File: config.mk
export PLATFORM = sky130hd
export DESIGN_NAME = vole_alu_minifloat_unit
export DESIGN_NICKNAME = d
export VERILOG_FILES = /design/src/rtl/vam_pkg.sv /design/src/rtl/vole_alu_minifloat_unit.sv /design/src/rtl/vam_ram.sv /design/src/rtl/vam_mfadd.sv /design/src/rtl/vam_alu.sv
export VERILOG_INCLUDE_DIRS = /design/src /design/src/rtl
export SDC_FILE = /design/constraint.sdc
export NUM_CORES = 1
export LEC_CHECK = 0
export ABC_AREA = 1
export BUFFER_PORTS_ARGS = -buffer_cell sky130_fd_sc_hd__buf_2
export CAP_MARGIN = 40
export CORE_MARGIN = 4
export CORE_UTILIZATION = 58
export DETAILED_ROUTE_END_ITERATION = 7
export PLACE_DENSITY = 0.79
export REMOVE_ABC_BUFFERS = 1
export SLEW_MARGIN = 0
export SYNTH_ARGS = -nofsm -noshare
export SYNTH_HDL_FRONTEND = slang
export SYNTH_SLANG_ARGS = --single-unit
export TNS_END_PERCENT = 5
File: constraint.sdc
create_clock -name clk -period 5.75 [get_ports clk]
set_input_delay 0.575 -clock clk [delete_from_list [all_inputs] [get_ports clk]]
set_output_delay 0.575 -clock clk [all_outputs]
set_load 0.03 [all_outputs]
File: src/rtl/vole_alu_minifloat_unit_macros.svh
// ---------------------------------------------------------------------------
// Assertion macros for the minifloat ALU unit
// Short forms for the clocked checks used at the end of the top level.
// ---------------------------------------------------------------------------
`ifndef VOLE_ALU_MINIFLOAT_UNIT_MACROS_SVH
`define VOLE_ALU_MINIFLOAT_UNIT_MACROS_SVH

// Same-cycle implication, disabled while reset is high.
`define VAM_ASSERT_IMPL(label, ante, cons, msg) \
  label: assert property (@(posedge clk) disable iff (rst) (ante) |-> (cons)) \
    else $error(msg);

// Next-cycle implication, disabled while reset is high.
`define VAM_ASSERT_NEXT(label, ante, cons, msg) \
  label: assert property (@(posedge clk) disable iff (rst) (ante) |=> (cons)) \
    else $error(msg);

`endif

File: src/rtl/vam_pkg.sv
// ---------------------------------------------------------------------------
// vam_pkg
// Shared types and constants of the minifloat ALU unit.
// ---------------------------------------------------------------------------
package vam_pkg;

  localparam int REG_IDX_W = 4;
  localparam int DATA_W    = 8;
  localparam int FUNC_W    = 3;

  typedef logic [REG_IDX_W-1:0] reg_idx_t;
  typedef logic [DATA_W-1:0]    byte_t;

  typedef enum logic [FUNC_W-1:0] {
    FN_IADD = 3'd0,
    FN_FADD = 3'd1,
    FN_OR   = 3'd2,
    FN_AND  = 3'd3,
    FN_XOR  = 3'd4,
    FN_LOAD = 3'd5
  } func_t;

  // Minifloat: sign, 3-bit exponent (bias 3), 4-bit mantissa with hidden one.
  // Magnitudes are handled in 1/256 units; the largest sum needs 14 bits.
  localparam int MF_MAG_W    = 14;
  localparam int MF_SUM_W    = 15;
  localparam int MF_TOP_BIT  = 13;
  localparam int MF_MAX_LEAD = 12;
  localparam int MF_MIN_LEAD = 5;
  localparam logic [6:0] MF_SAT_MAG = 7'h7F;

  typedef struct packed {
    func_t    func;
    byte_t    a;
    byte_t    b;
    byte_t    d;
    byte_t    load_value;
  } alu_in_t;

  typedef struct packed {
    logic  wr;
    byte_t value;
  } alu_res_t;

endpackage

File: src/rtl/vole_alu_minifloat_unit.sv
// ---------------------------------------------------------------------------
// vole_alu_minifloat_unit
// Execute stage with a register file: integer, logic and minifloat ops.
// ---------------------------------------------------------------------------
//  channel  handshake            payload
//  input    in_valid / in_stall  func, dest_reg, src_a_reg, src_b_reg, load_value
//  output   out_valid / out_stall written_reg, written_value
//
// Instructions pass the operand stage and result register; unless stalled, one may
// be accepted every cycle. The register file reads are registered at the input
// beat; the write of the instruction ahead is forwarded from the result
// register. Reset clears the file's written flags, so no clearing pass runs.
// A stalled output holds the instruction in the operand stage and stalls input.
// ---------------------------------------------------------------------------
module vole_alu_minifloat_unit #(
  parameter int NUM_REGS = 16
) (
  input  logic              clk,
  input  logic              rst,
  input  logic              in_valid,
  output logic              in_stall,
  input  logic [2:0]        func,
  input  vam_pkg::reg_idx_t dest_reg,
  input  vam_pkg::reg_idx_t src_a_reg,
  input  vam_pkg::reg_idx_t src_b_reg,
  input  vam_pkg::byte_t    load_value,
  output logic              out_valid,
  input  logic              out_stall,
  output vam_pkg::reg_idx_t written_reg,
  output vam_pkg::byte_t    written_value
);
  import vam_pkg::*;

`include "vole_alu_minifloat_unit_macros.svh"

  localparam int AddrW = (NUM_REGS > 1) ? $clog2(NUM_REGS) : 1;
  localparam int ExtW  = (AddrW > REG_IDX_W) ? AddrW : REG_IDX_W;

  function automatic logic [AddrW-1:0] to_addr(reg_idx_t idx);
    logic [ExtW-1:0] ext;
    ext = ExtW'(idx);
    return ext[AddrW-1:0];
  endfunction

  function automatic logic in_range(reg_idx_t idx);
    return 32'(idx) < 32'(NUM_REGS);
  endfunction

  // Operand stage registers.
  logic        s1_valid;
  logic [2:0]  s1_func;
  reg_idx_t    s1_dest;
  byte_t       s1_load;
  logic        s1_dest_ok;
  logic        s1_a_ok, s1_b_ok, s1_d_ok;
  logic        s1_fwd_a, s1_fwd_b, s1_fwd_d;

  logic [NUM_REGS-1:0] written;

  logic        advance, s1_move, in_accept, wr_en;
  logic        fwd_a_next, fwd_b_next, fwd_d_next;
  byte_t       ram_a, ram_b, ram_d;
  alu_in_t     opnd;
  alu_res_t    res;

  assign advance   = !out_valid || !out_stall;
  assign in_stall  = s1_valid && !advance;
  assign in_accept = in_valid && !in_stall;
  assign s1_move   = s1_valid && advance;
  assign wr_en     = s1_move && res.wr && s1_dest_ok;

  // The item leaving the operand stage writes at the same edge as the read.
  assign fwd_a_next = wr_en && (s1_dest == src_a_reg);
  assign fwd_b_next = wr_en && (s1_dest == src_b_reg);
  assign fwd_d_next = wr_en && (s1_dest == dest_reg);

  vam_ram #(.WIDTH(DATA_W), .DEPTH(NUM_REGS), .AW(AddrW)) u_ram_a (
    .clk   (clk),
    .we    (wr_en),
    .waddr (to_addr(s1_dest)),
    .wdata (res.value),
    .re    (in_accept),
    .raddr (to_addr(src_a_reg)),
    .rdata (ram_a)
  );

  vam_ram #(.WIDTH(DATA_W), .DEPTH(NUM_REGS), .AW(AddrW)) u_ram_b (
    .clk   (clk),
    .we    (wr_en),
    .waddr (to_addr(s1_dest)),
    .wdata (res.value),
    .re    (in_accept),
    .raddr (to_addr(src_b_reg)),
    .rdata (ram_b)
  );

  vam_ram #(.WIDTH(DATA_W), .DEPTH(NUM_REGS), .AW(AddrW)) u_ram_d (
    .clk   (clk),
    .we    (wr_en),
    .waddr (to_addr(s1_dest)),
    .wdata (res.value),
    .re    (in_accept),
    .raddr (to_addr(dest_reg)),
    .rdata (ram_d)
  );

  always_comb begin
    opnd.func       = func_t'(s1_func);
    opnd.load_value = s1_load;
    opnd.a = s1_fwd_a ? written_value : (s1_a_ok ? ram_a : '0);
    opnd.b = s1_fwd_b ? written_value : (s1_b_ok ? ram_b : '0);
    opnd.d = s1_fwd_d ? written_value : (s1_d_ok ? ram_d : '0);
  end

  vam_alu u_alu (
    .opnd (opnd),
    .res  (res)
  );

  always_ff @(posedge clk) begin
    if (rst) begin
      s1_valid  <= 1'b0;
      out_valid <= 1'b0;
      written   <= '0;
    end else begin
      if (in_accept) begin
        s1_valid <= 1'b1;
      end else if (s1_move) begin
        s1_valid <= 1'b0;
      end
      if (advance) begin
        out_valid <= s1_valid;
      end
      if (wr_en) begin
        written[to_addr(s1_dest)] <= 1'b1;
      end
    end
  end

  always_ff @(posedge clk) begin
    if (in_accept) begin
      s1_func    <= func;
      s1_dest    <= dest_reg;
      s1_load    <= load_value;
      s1_dest_ok <= in_range(dest_reg);
      s1_a_ok    <= in_range(src_a_reg) && written[to_addr(src_a_reg)];
      s1_b_ok    <= in_range(src_b_reg) && written[to_addr(src_b_reg)];
      s1_d_ok    <= in_range(dest_reg) && written[to_addr(dest_reg)];
      s1_fwd_a   <= fwd_a_next;
      s1_fwd_b   <= fwd_b_next;
      s1_fwd_d   <= fwd_d_next;
    end
    if (s1_move) begin
      written_reg   <= s1_dest;
      written_value <= res.value;
    end
  end

  `VAM_ASSERT_NEXT(a_fwd_source, in_accept && (fwd_a_next || fwd_b_next || fwd_d_next), out_valid && (written_reg == $past(s1_dest)), "forwarded operand is not in the result register")
  `VAM_ASSERT_NEXT(a_s1_hold, s1_valid && !advance, s1_valid && $stable(s1_dest) && $stable(s1_func), "operand stage changed while held")
  `VAM_ASSERT_IMPL(a_out_origin, $rose(out_valid), $past(s1_valid), "result beat without an instruction in the operand stage")

endmodule

File: src/rtl/vam_ram.sv
// ---------------------------------------------------------------------------
// vam_ram
// Generic single-write, single-read RAM with a registered read port.
// ---------------------------------------------------------------------------
module vam_ram #(
  parameter int WIDTH = 8,
  parameter int DEPTH = 16,
  parameter int AW    = (DEPTH > 1) ? $clog2(DEPTH) : 1
) (
  input  logic             clk,
  input  logic             we,
  input  logic [AW-1:0]    waddr,
  input  logic [WIDTH-1:0] wdata,
  input  logic             re,
  input  logic [AW-1:0]    raddr,
  output logic [WIDTH-1:0] rdata
);

  logic [WIDTH-1:0] mem [DEPTH];

  always_ff @(posedge clk) begin
    if (we) begin
      mem[waddr] <= wdata;
    end
    if (re) begin
      rdata <= mem[raddr];
    end
  end

endmodule

File: src/rtl/vam_mfadd.sv
// ---------------------------------------------------------------------------
// vam_mfadd
// Minifloat adder: exact fixed-point sum, normalised and truncated; saturates or flushes to zero at the range ends.
// ---------------------------------------------------------------------------
module vam_mfadd (
  input  vam_pkg::byte_t a,
  input  vam_pkg::byte_t b,
  output vam_pkg::byte_t sum
);
  import vam_pkg::*;

  // Magnitude in 1/256 units is (16 + m) << (e + 1).
  function automatic logic signed [MF_SUM_W-1:0] to_fix(byte_t v);
    logic [MF_MAG_W-1:0] mag;
    mag = MF_MAG_W'({1'b1, v[3:0]}) << ({1'b0, v[6:4]} + 4'd1);
    return v[7] ? -$signed({1'b0, mag}) : $signed({1'b0, mag});
  endfunction

  logic signed [MF_SUM_W-1:0] fix_sum;
  logic [MF_MAG_W-1:0]        mag;
  logic [3:0]                 lead;
  logic [MF_MAG_W-1:0]        norm;
  logic                       neg;

  assign fix_sum = to_fix(a) + to_fix(b);
  assign neg     = fix_sum[MF_SUM_W-1];
  assign mag     = neg ? MF_MAG_W'(-fix_sum) : MF_MAG_W'(fix_sum);

  // Priority encoder: position of the leading one.
  always_comb begin
    lead = '0;
    for (int i = 0; i < MF_MAG_W; i++) begin
      if (mag[i]) begin
        lead = 4'(i);
      end
    end
  end

  assign norm = MF_MAG_W'(mag << (4'(MF_TOP_BIT) - lead));

  always_comb begin
    if (fix_sum == '0) begin
      sum = '0;
    end else if (lead > 4'(MF_MAX_LEAD)) begin
      sum = {neg, MF_SAT_MAG};
    end else if (lead < 4'(MF_MIN_LEAD)) begin
      sum = '0;
    end else begin
      sum = {neg, 3'(lead - 4'(MF_MIN_LEAD)), norm[MF_TOP_BIT-1 -: 4]};
    end
  end

endmodule

File: src/rtl/vam_alu.sv
// ---------------------------------------------------------------------------
// vam_alu
// Operation select: integer add, minifloat add, logic ops and load.
// ---------------------------------------------------------------------------
module vam_alu (
  input  vam_pkg::alu_in_t  opnd,
  output vam_pkg::alu_res_t res
);
  import vam_pkg::*;

  byte_t fsum;

  vam_mfadd u_mfadd (
    .a   (opnd.a),
    .b   (opnd.b),
    .sum (fsum)
  );

  always_comb begin
    res.wr = 1'b1;
    case (opnd.func)
      FN_IADD: res.value = opnd.a + opnd.b;
      FN_FADD: res.value = fsum;
      FN_OR:   res.value = opnd.a | opnd.b;
      FN_AND:  res.value = opnd.a & opnd.b;
      FN_XOR:  res.value = opnd.a ^ opnd.b;
      FN_LOAD: res.value = opnd.load_value;
      default: begin
        // Unused codes leave the file alone and report the destination.
        res.wr    = 1'b0;
        res.value = opnd.d;
      end
    endcase
  end

endmodule
Word level (Yosys, flattened, before mapping)

Memory sizes are Yosys's and may differ from the RTL's. A register that Yosys moved wholly into a read port is not among the register bits.
Cells that the tools add are included.

Output and inout port bits: 14
Memories: 3
Bits in registers: 51
Memory bits (writable): 384
Logic and storage cells: 104
Input bits: 27
Bits in latches: 0
Bits in read-only memories: 0

Memory list:

| memory      | words | width | read ports | clocked after Yosys merged registers in | write ports | RTL line      | source |
|---|---|---|---|---|---|---|---|
| u_ram_a.mem | 16    | 8     | 1          | 1                                       | 1           | vam_ram.sv:19 | `logic [WIDTH-1:0] mem [DEPTH];` |
| u_ram_b.mem | 16    | 8     | 1          | 1                                       | 1           | vam_ram.sv:19 |  |
| u_ram_d.mem | 16    | 8     | 1          | 1                                       | 1           | vam_ram.sv:19 |  |

Mux-type cells: 39
Div/mod/pow operators: 0
$mul: 0
Add/sub/neg operators: 9
Bitwise operators: 4
Eq/ne operators: 8
Shift-type cells: 3
Magnitude comparators: 7
Reductions and logical operators: 17

Operators with widths:

| kind                                                                          | number |
|---|---|
| 8-bit 2-to-1 mux                                                              | 9 |
| 4-bit 2-to-1 mux                                                              | 12 |
| 8-bit case mux with 6 select lines                                            | 1 |
| 15-bit 2-to-1 mux                                                             | 2 |
| 14-bit negation with 15-bit output                                            | 2 |
| 5-bit by 4-bit left shift with 14-bit output                                  | 2 |
| 4-bit by 5-bit less-than comparator with 1-bit output (second input constant) | 4 |
| 16-bit OR                                                                     | 1 |
| 15-bit adder                                                                  | 1 |
| 15-bit zero test                                                              | 1 |
| 14-bit 2-to-1 mux                                                             | 1 |
| 14-bit negation                                                               | 1 |
| 14-bit by 4-bit left shift with 13-bit output                                 | 1 |
| 1-bit binary-select mux with 4-bit select                                     | 3 |
| 4-bit == test                                                                 | 3 |
| 1-bit 2-to-1 mux                                                              | 10 |
| 3-bit by 1-bit adder with 4-bit output (second input constant)                | 2 |
| 8-bit adder                                                                   | 1 |
| 8-bit AND                                                                     | 1 |
| 1-bit logical AND                                                             | 8 |
| 8-bit OR                                                                      | 1 |
| 8-bit XOR                                                                     | 1 |
| 3-bit by 2-bit == test with 1-bit output (second input constant)              | 2 |
| 3-bit == test (second input constant)                                         | 2 |
| 12 further kinds                                                              | 15 |

Logic depth before layout (Yosys ltp)

Gate-level depths: netlist of run 1.

Depth after elaboration: 28
Mapped depth: 50
Depth with buffers taken out: 48

By module

A second synthesis of run 1 with hierarchy kept.

Cells, all modules: 2738
Area, all modules: 24233.2 um2

Modules (own cells, without submodules):

| module                  | instances | seq. area each (um2) | cells an instance | area an instance (um2) |
|---|---|---|---|---|
| vam_ram                 | 3         | 4083.9               | 551               | 5846.9 |
| vam_mfadd               | 1         | 0.0                  | 576               | 3151.8 |
| vole_alu_minifloat_unit | 1         | 1351.3               | 334               | 2628.8 |
| vam_alu                 | 1         | 0.0                  | 175               | 912.1 |

Worst setup path after synthesis of run 1

OpenSTA, ideal clock, no wires.

Path kind: register to register
Start: reg written_value[4]
End: mem u_ram_b.mem[0][0] (data pin)
Slack: -625 ps
Clock period less this slack: 6375 ps
Required time: 5454 ps
Library setup time: 296 ps
Path buffers: 1
Arrival time: 6078 ps
Stages on the path, launching flop included: 41
Path through: edfxtp_1 -> inv_1 -> nand2_1 -> nand2_2 -> buf_6 -> ha_1 -> inv_1 -> nand2_1 -> nand2_1 -> nand2_1 -> nand2_1 -> nand2_1 -> or3_1 -> o31ai_1 -> xor2_1 -> inv_1 -> ha_1 -> nand2_1 -> (+5 left out) -> xor2_1 -> nand2_1 -> inv_1 -> nand2_1 -> nand2_2 -> inv_2 -> ha_1 -> inv_1 -> nor2_2 -> nand3_1 -> nand2_1 -> inv_1 -> nand2_1 -> nand2_1 -> nand2_1 -> nand2_1 -> nand2_1 -> a21oi_1

RTL lines:

| item                     | RTL line                       | source |
|---|---|---|
| start: declaration       | vole_alu_minifloat_unit.sv:30  | `output vam_pkg::byte_t written_value` |
| start signal: assignment | vole_alu_minifloat_unit.sv:155 | `written_value <= res.value;` |
| end: declaration         | vam_ram.sv:19                  |  |

==> key figures, run 1 <==
STA
  • Maximum clock frequency: 0.155 GHz
  • Slack of the critical path: -699 ps
  • Final setup violation count: 136
  • Relative slew margins: 35.2%
  • Fin. max-slew vios: 0
  • Setup TNS: -59640 ps
  • Worst-Margin Slew: 967 ps
  • Fin crit share: 112%
  • RSZ-0062 raised after global routing: true
  • Hold Slack: 255 ps
  • Clk_skew: 11.4 ps
  • Final Hold Fails: 0
  • Tmin final: 6450 ps

Finish
  • Largest register FFs: 72
  • Area grow syn2layout: 29.3%
  • Layout cell share with drive strength beyond 1: 27.2%
  • Final net count: 2235
  • Finished Core Util: 76.8%
  • # diodes: 0
  • Post-route cell area: 18800 um2
  • Finished Layout Cells: 2507

Clock tree
  • CTS max path bufs: 3
  • Sink Count: 203
  • CTS tree: yes
  • Root Buffer: clkbuf_16
  • CTS Buf Count: 21
  • Latest clock arrival within the worst-skew pair: 500 ps
  • Max H-tree Level: 1
  • Clk slew on worst S/H paths: 60 ps

Synthesis
  • Post-synth EDFFs: 185
  • Post-synth top flop: edfxtp_1
  • FFs w/ async S/R, synth: 0%
  • Yosys cell types: 51
  • Syn avg cell area: 7.67 um2
  • Post-synthesis sequential area ratio: 40.7%
  • Yosys reg bits: 203
  • Syn Std Cell Area: 14500 um2
  • Warnings, synthesis: 0
  • Gate Count Post-Synth: 1893

Flow run
  • MaxCap Viol Count: 0

Die
  • Die Y: 166 um
  • IO Pins: 41
  • Floorplan die area: 27600 um2
  • Rows: 57
  • Core Region: 24500 um2
  • DIE WIDTH: 166 um
  • Starting density of the core: 59.4%

Global routing
  • Total GRT Usage: 33.3%
  • Global-route wire length before repair: 75100 um
  • Initial antenna violation count: 0
  • Number of global-route vias before repair: 14600
  • Grt total ovfl: 0
  • Largest net degree at the start of global routing: 94

Worst setup path
  • Critical Path End Type: register
  • Worst setup path class: register to register
  • CP max stage delay: 460 ps
  • WP data arrival: 6690 ps
  • CP Launch Type: register
  • CP max stage cell: edfxtp_1
  • Setup slack, reg-to-reg: -700 ps
  • Peak fanout along the critical path: 8
  • CP required: 5990 ps
  • Critical path's most frequent cell: nand2_2

Routing
  • Vias per inst: 6.24
  • Routed vias: 15700
  • Routed Antenna Nets: 0
  • Detailed router's first-iteration violation count: 2065
  • Post-Route WL: 50800 um
  • # DRC: 0
  • TritonRoute pass-1 iters: 7
  • Routed len/inst: 20.3 um

Place
  • Placer Congestion: 1.00
  • Port bufs: 40
  • Placed insts: 2419
  • Detailed Place HPWL: 33000 um
  • Placed Area: 16800 um2
  • Post-Place Worst Slack: -757 ps

Pwr
  • Peak supply drop: 565 uV
  • Pwr dens: 507 nW/um2
  • Lkg Pwr: 8.04 nW
  • Tot Pwr: 9.53 mW

Run status
  • Failing checks: setup timing
  • Status: finished, violations left

Min path
  • Hold WC Path Type: input port to register
synthesized netlist by cell type (8+ instances only):
cell type / instances / area [um2]
nand2_1: 432 / 1620
a21oi_1: 204 / 1020
o21ai_0: 192 / 961
edfxtp_1: 185 / 5560
nand3_1: 185 / 926
inv_1: 183 / 687
clkbuf_1: 78 / 293
nor2_1: 60 / 225
o211ai_1: 52 / 390
xor2_1: 40 / 350
ha_1: 36 / 450
o221ai_1: 27 / 236
nand4_1: 26 / 163
nand2_2: 23 / 144
dfxtp_1: 18 / 360
buf_1: 12 / 45.0
xnor2_1: 12 / 105
inv_2: 11 / 41.3
nand2_4: 9 / 101
o21ba_2: 8 / 80.1
critical path: cells and delay by family (launching register included):
kind | cells | cell delay (ps)
XOR/XNOR | 3 | 610
AND/OR/NAND/NOR | 20 | 2100
AO/OA/AOI/OAI | 5 | 950
adder cells (fa/ha/maj) | 3 | 720
flip-flops | 1 | 460
buffers and inverters | 12 | 1330
path summary, 6_finish.rpt:
kind                                             start                          to  cells after the start
worst min register to register  out_valid$_SDFFE_PP0P_      out_valid$_SDFFE_PP0P_                      2
worst max-delay path                 s1_a_ok$_DFFE_PP_  written_value[2]$_DFFE_PP_                     43
worst min-delay path                     load_value[0]        s1_load[0]$_DFFE_PP_                      1
worst max register to register       s1_a_ok$_DFFE_PP_  written_value[2]$_DFFE_PP_                     43
power breakdown:
part	internal, mW	switching (mW)	leakage [nW]	total, mW
logic	2.82	3.51	5.84	6.33
clock network	0.814	0.565	0.337	1.38
registers	1.78	0.0318	1.86	1.82
total	5.42	4.11	8.04	9.53
cell families after synthesis:
family | after synthesis | synth area share (%)
buffers and inverters | 304 | 8.30
xor gates and xnor gates | 54 | 3.36
adders and majority gates | 38 | 3.38
AOI/OAI and AO/OA | 525 | 20.7
and+or+nand+nor | 769 | 23.6
DFF | 203 | 40.7
layout make-up:
class | instances | area [um2]
Inverter | 202 | 766
Clock buffer | 29 | 596
Sequential cell | 203 | 5920
Clock inverter | 7 | 90.1
Fill cell | 1676 | 5690
Multi-Input combinational cell | 1386 | 8180
Timing Repair Buffer | 356 | 2820
Tap cell | 324 | 405
layer usage:
metal,vias to the layer above,global-route usage (%),share of wire [%]
li1,7117,-,-
met1,7062,39.8,34
met2,1157,57.0,48
met3,315,5.00,10
met4,0,19.7,7.3
met5,-,0,0
what timing repair did:
action / in CTS / in global routing
gates resized for setup: 73 / 136
pin swaps: 42 / 92
hold buffers: 0 / 0
buffers inserted: 18 / 30
gates cloned: 2 / 2
setup endpoints to repair: 136 / 136
cells in the final DEF (no fill, tap or decap), types with 13 or more instances in the layout:
cell type,instances
ha_1,26
nand2_2,49
clkbuf_16,21
edfxtp_1,185
dfxtp_1,18
buf_6,32
nand3_1,167
o21ai_0,185
nand4_1,26
xor2_2,13
inv_1,174
nor2_1,51
nand2_4,17
xor2_1,28
nand3_2,15
a21oi_1,193
inv_2,20
o211ai_1,52
buf_4,278
o221ai_1,27
buf_2,37
nand2_1,397
Power figures use the tool's default switching activity.
==> inputs of run 2 (changes only) <==
--- a/config.mk
+++ b/config.mk
@@ -9,12 +9,12 @@
 export ABC_AREA = 1
 export BUFFER_PORTS_ARGS = -buffer_cell sky130_fd_sc_hd__buf_2
 export CAP_MARGIN = 40
-export CORE_MARGIN = 4
 export CORE_UTILIZATION = 58
 export DETAILED_ROUTE_END_ITERATION = 7
 export PLACE_DENSITY = 0.79
+export RECOVER_POWER = 25
 export REMOVE_ABC_BUFFERS = 1
-export SLEW_MARGIN = 0
+export SLEW_MARGIN = 10
 export SYNTH_ARGS = -nofsm -noshare
 export SYNTH_HDL_FRONTEND = slang
 export SYNTH_SLANG_ARGS = --single-unit
==> key figures, run 2 (synthesis gave the netlist of run 1 again) <==
Run status
  • Status: finished, violations left
  • Failing checks: capacitance limit, slew limit, setup timing

Flow run
  • MaxCap Viol Count: 4

Worst setup path
  • Worst setup path class: register to register
  • Peak fanout along the critical path: 7
  • Worst R2R Path Depth: 41
  • Critical path's most frequent cell: nand2_1
  • Setup crit start: s1_fwd_a$_DFFE_PP_
  • Worst R2R Start: s1_fwd_a$_DFFE_PP_
  • CP max stage cell: edfxtp_1
  • CP required: 6010 ps
  • CP max stage delay: 520 ps
  • Reg2reg end: u_ram_d.mem[7][1]$_DFFE_PP_
  • Setup slack, reg-to-reg: -680 ps
  • WP data arrival: 6690 ps
  • CP Launch Type: register
  • Critical Path End Type: register

Clock tree
  • Sink Count: 203
  • CTS Buf Count: 21
  • Latest clock arrival within the worst-skew pair: 510 ps
  • Hold buffers post-CTS: 0
  • Max H-tree Level: 1
  • Root Buffer: clkbuf_16
  • Clk slew on worst S/H paths: 70 ps
  • CTS tree: yes
  • CTS max path bufs: 3

STA
  • Setup TNS: -65500 ps
  • Final setup violation count: 136
  • Hold Slack: 234 ps
  • Fin. max-slew vios: 226
  • Final Hold Fails: 0
  • Worst-Margin Slew: 3860 ps
  • Maximum clock frequency: 0.156 GHz
  • Relative slew margins: -157%
  • Clk_skew: 13.6 ps
  • Slack of the critical path: -678 ps
  • RSZ-0062 raised after global routing: true
  • Tmin final: 6430 ps
  • Fin crit share: 112%

Global routing
  • Largest net degree at the start of global routing: 92
  • Global-route wire length before repair: 75700 um
  • Grt total ovfl: 0
  • Initial antenna violation count: 1
  • Total GRT Usage: 37.2%
  • Number of global-route vias before repair: 14500

Finish
  • # diodes: 0
  • Commonest non-fill, non-tap cell in the layout: nand2_1
  • Layout cell share with drive strength beyond 1: 26.5%
  • Multi-input gate area: 8130 um2
  • Finished Core Util: 76.2%
  • Reg area: 5920 um2
  • Largest register FFs: 72
  • Final net count: 2244
  • Most frequent cells in the layout: nand2_1 (406), buf_4 (291), a21oi_1 (193)
  • Area grow syn2layout: 28.4%
  • Fill count: 1743

Die
  • Core Region: 24500 um2
  • Floorplan die area: 25700 um2
  • IO Pins: 41
  • Starting density of the core: 59.4%
  • Die Y: 160 um
  • Rows: 57
  • DIE WIDTH: 160 um

Routing
  • Vias per inst: 6.19
  • Post-Route WL: 49900 um
  • Routed Antenna Nets: 0
  • Routed vias: 15600
  • TritonRoute pass-1 iters: 7
  • Detailed router's first-iteration violation count: 2034
  • # DRC: 0
  • Routed len/inst: 19.8 um

Pwr
  • Tot Pwr: 9.63 mW
  • Lkg Pwr: 8.01 nW
  • Pwr dens: 516 nW/um2
  • Peak supply drop: 533 uV

Place
  • Post-Place Worst Slack: -801 ps
  • Port bufs: 40
  • Detailed Place HPWL: 32900 um
  • Placer Congestion: 0.981

Min path
  • Hold WC Path Type: input port to register
  • Min-Delay Path Depth: 1
  • Hold_sp: load_value[6]
  • Worst min-delay path endpoint: s1_load[6]$_DFFE_PP_
==> run 2: cell types whose count changed in the layout (fill, tap and decap cells not counted), sizes merged <==
cell,before,now
bufinv,2,1
clkinv,9,14
buf,356,352
clkbuf,29,37
clkinvlp,0,2
==> run 2: where the power goes <==
part	switching, mW	internal (mW)
clock	0.590	0.723
combinational	3.56	2.94
sequential	0.0336	1.78
total	4.18	5.44
==> run 2: metrics by stage <==
| stage | cell area (um2) | std cells |
|---|---|---|
| final | 18600 | 2517 |
| after floorplan | 14100 | 1791 |
| after detailed placement | 16800 | 2431 |
| after global placement | 16700 | 2421 |
| after CTS | 18200 | 2493 |
| after global routing | 18600 | 2517 |
==> run 2: how the worst max path moves through the flow <==
stage / cells past startpoint / to / slack [ps]
after CTS: 45 / u_ram_b.mem[11][1]$_DFFE_PP_ / -270
final: 41 / u_ram_d.mem[7][1]$_DFFE_PP_ / -680
after global placement: 34 / u_ram_b.mem[3][3]$_DFFE_PP_ / -570
after detailed placement: 38 / u_ram_b.mem[2][3]$_DFFE_PP_ / -800
after floorplan: 40 / u_ram_b.mem[0][0]$_DFFE_PP_ / -720
after global routing: 43 / u_ram_d.mem[7][1]$_DFFE_PP_ / -900
==> run 2: repair_timing <==
action | 4_1_cts | 5_1_grt
pin swaps | 52 | 36
buffers inserted | 24 | 23
cloned | 1 | 1
resized for setup | 112 | 76
setup endpoints to repair | 136 | 136
==> run 2: per-layer routing <==
metal | up-vias | GRT usage (%) | wire [um]
met5 | - | 0 | 13
met4 | 2 | 21.6 | 3480
met3 | 284 | 4.81 | 4680
met2 | 1107 | 63.5 | 23900
met1 | 7052 | 45.1 | 17800
li1 | 7135 | - | -
==> run 2: worst max-delay path, delay by kind of cell, from the launching register on <==
kind            cells  cell delay (ps)
simple gates       19             2060
buf+inv            11             1290
xor+xnor            3              530
compound gates      5              840
flops               1              520
fa+ha+maj           3              920
==> run 2: layout make-up <==
cell class	count	area share (%)
clock buffer	24	2.88
clock inverter	13	0.570
inverter	202	4.11
multi-input combinational	1386	43.6
sequential	203	31.7
tap	324	2.17
timing repair buffer	365	15.0
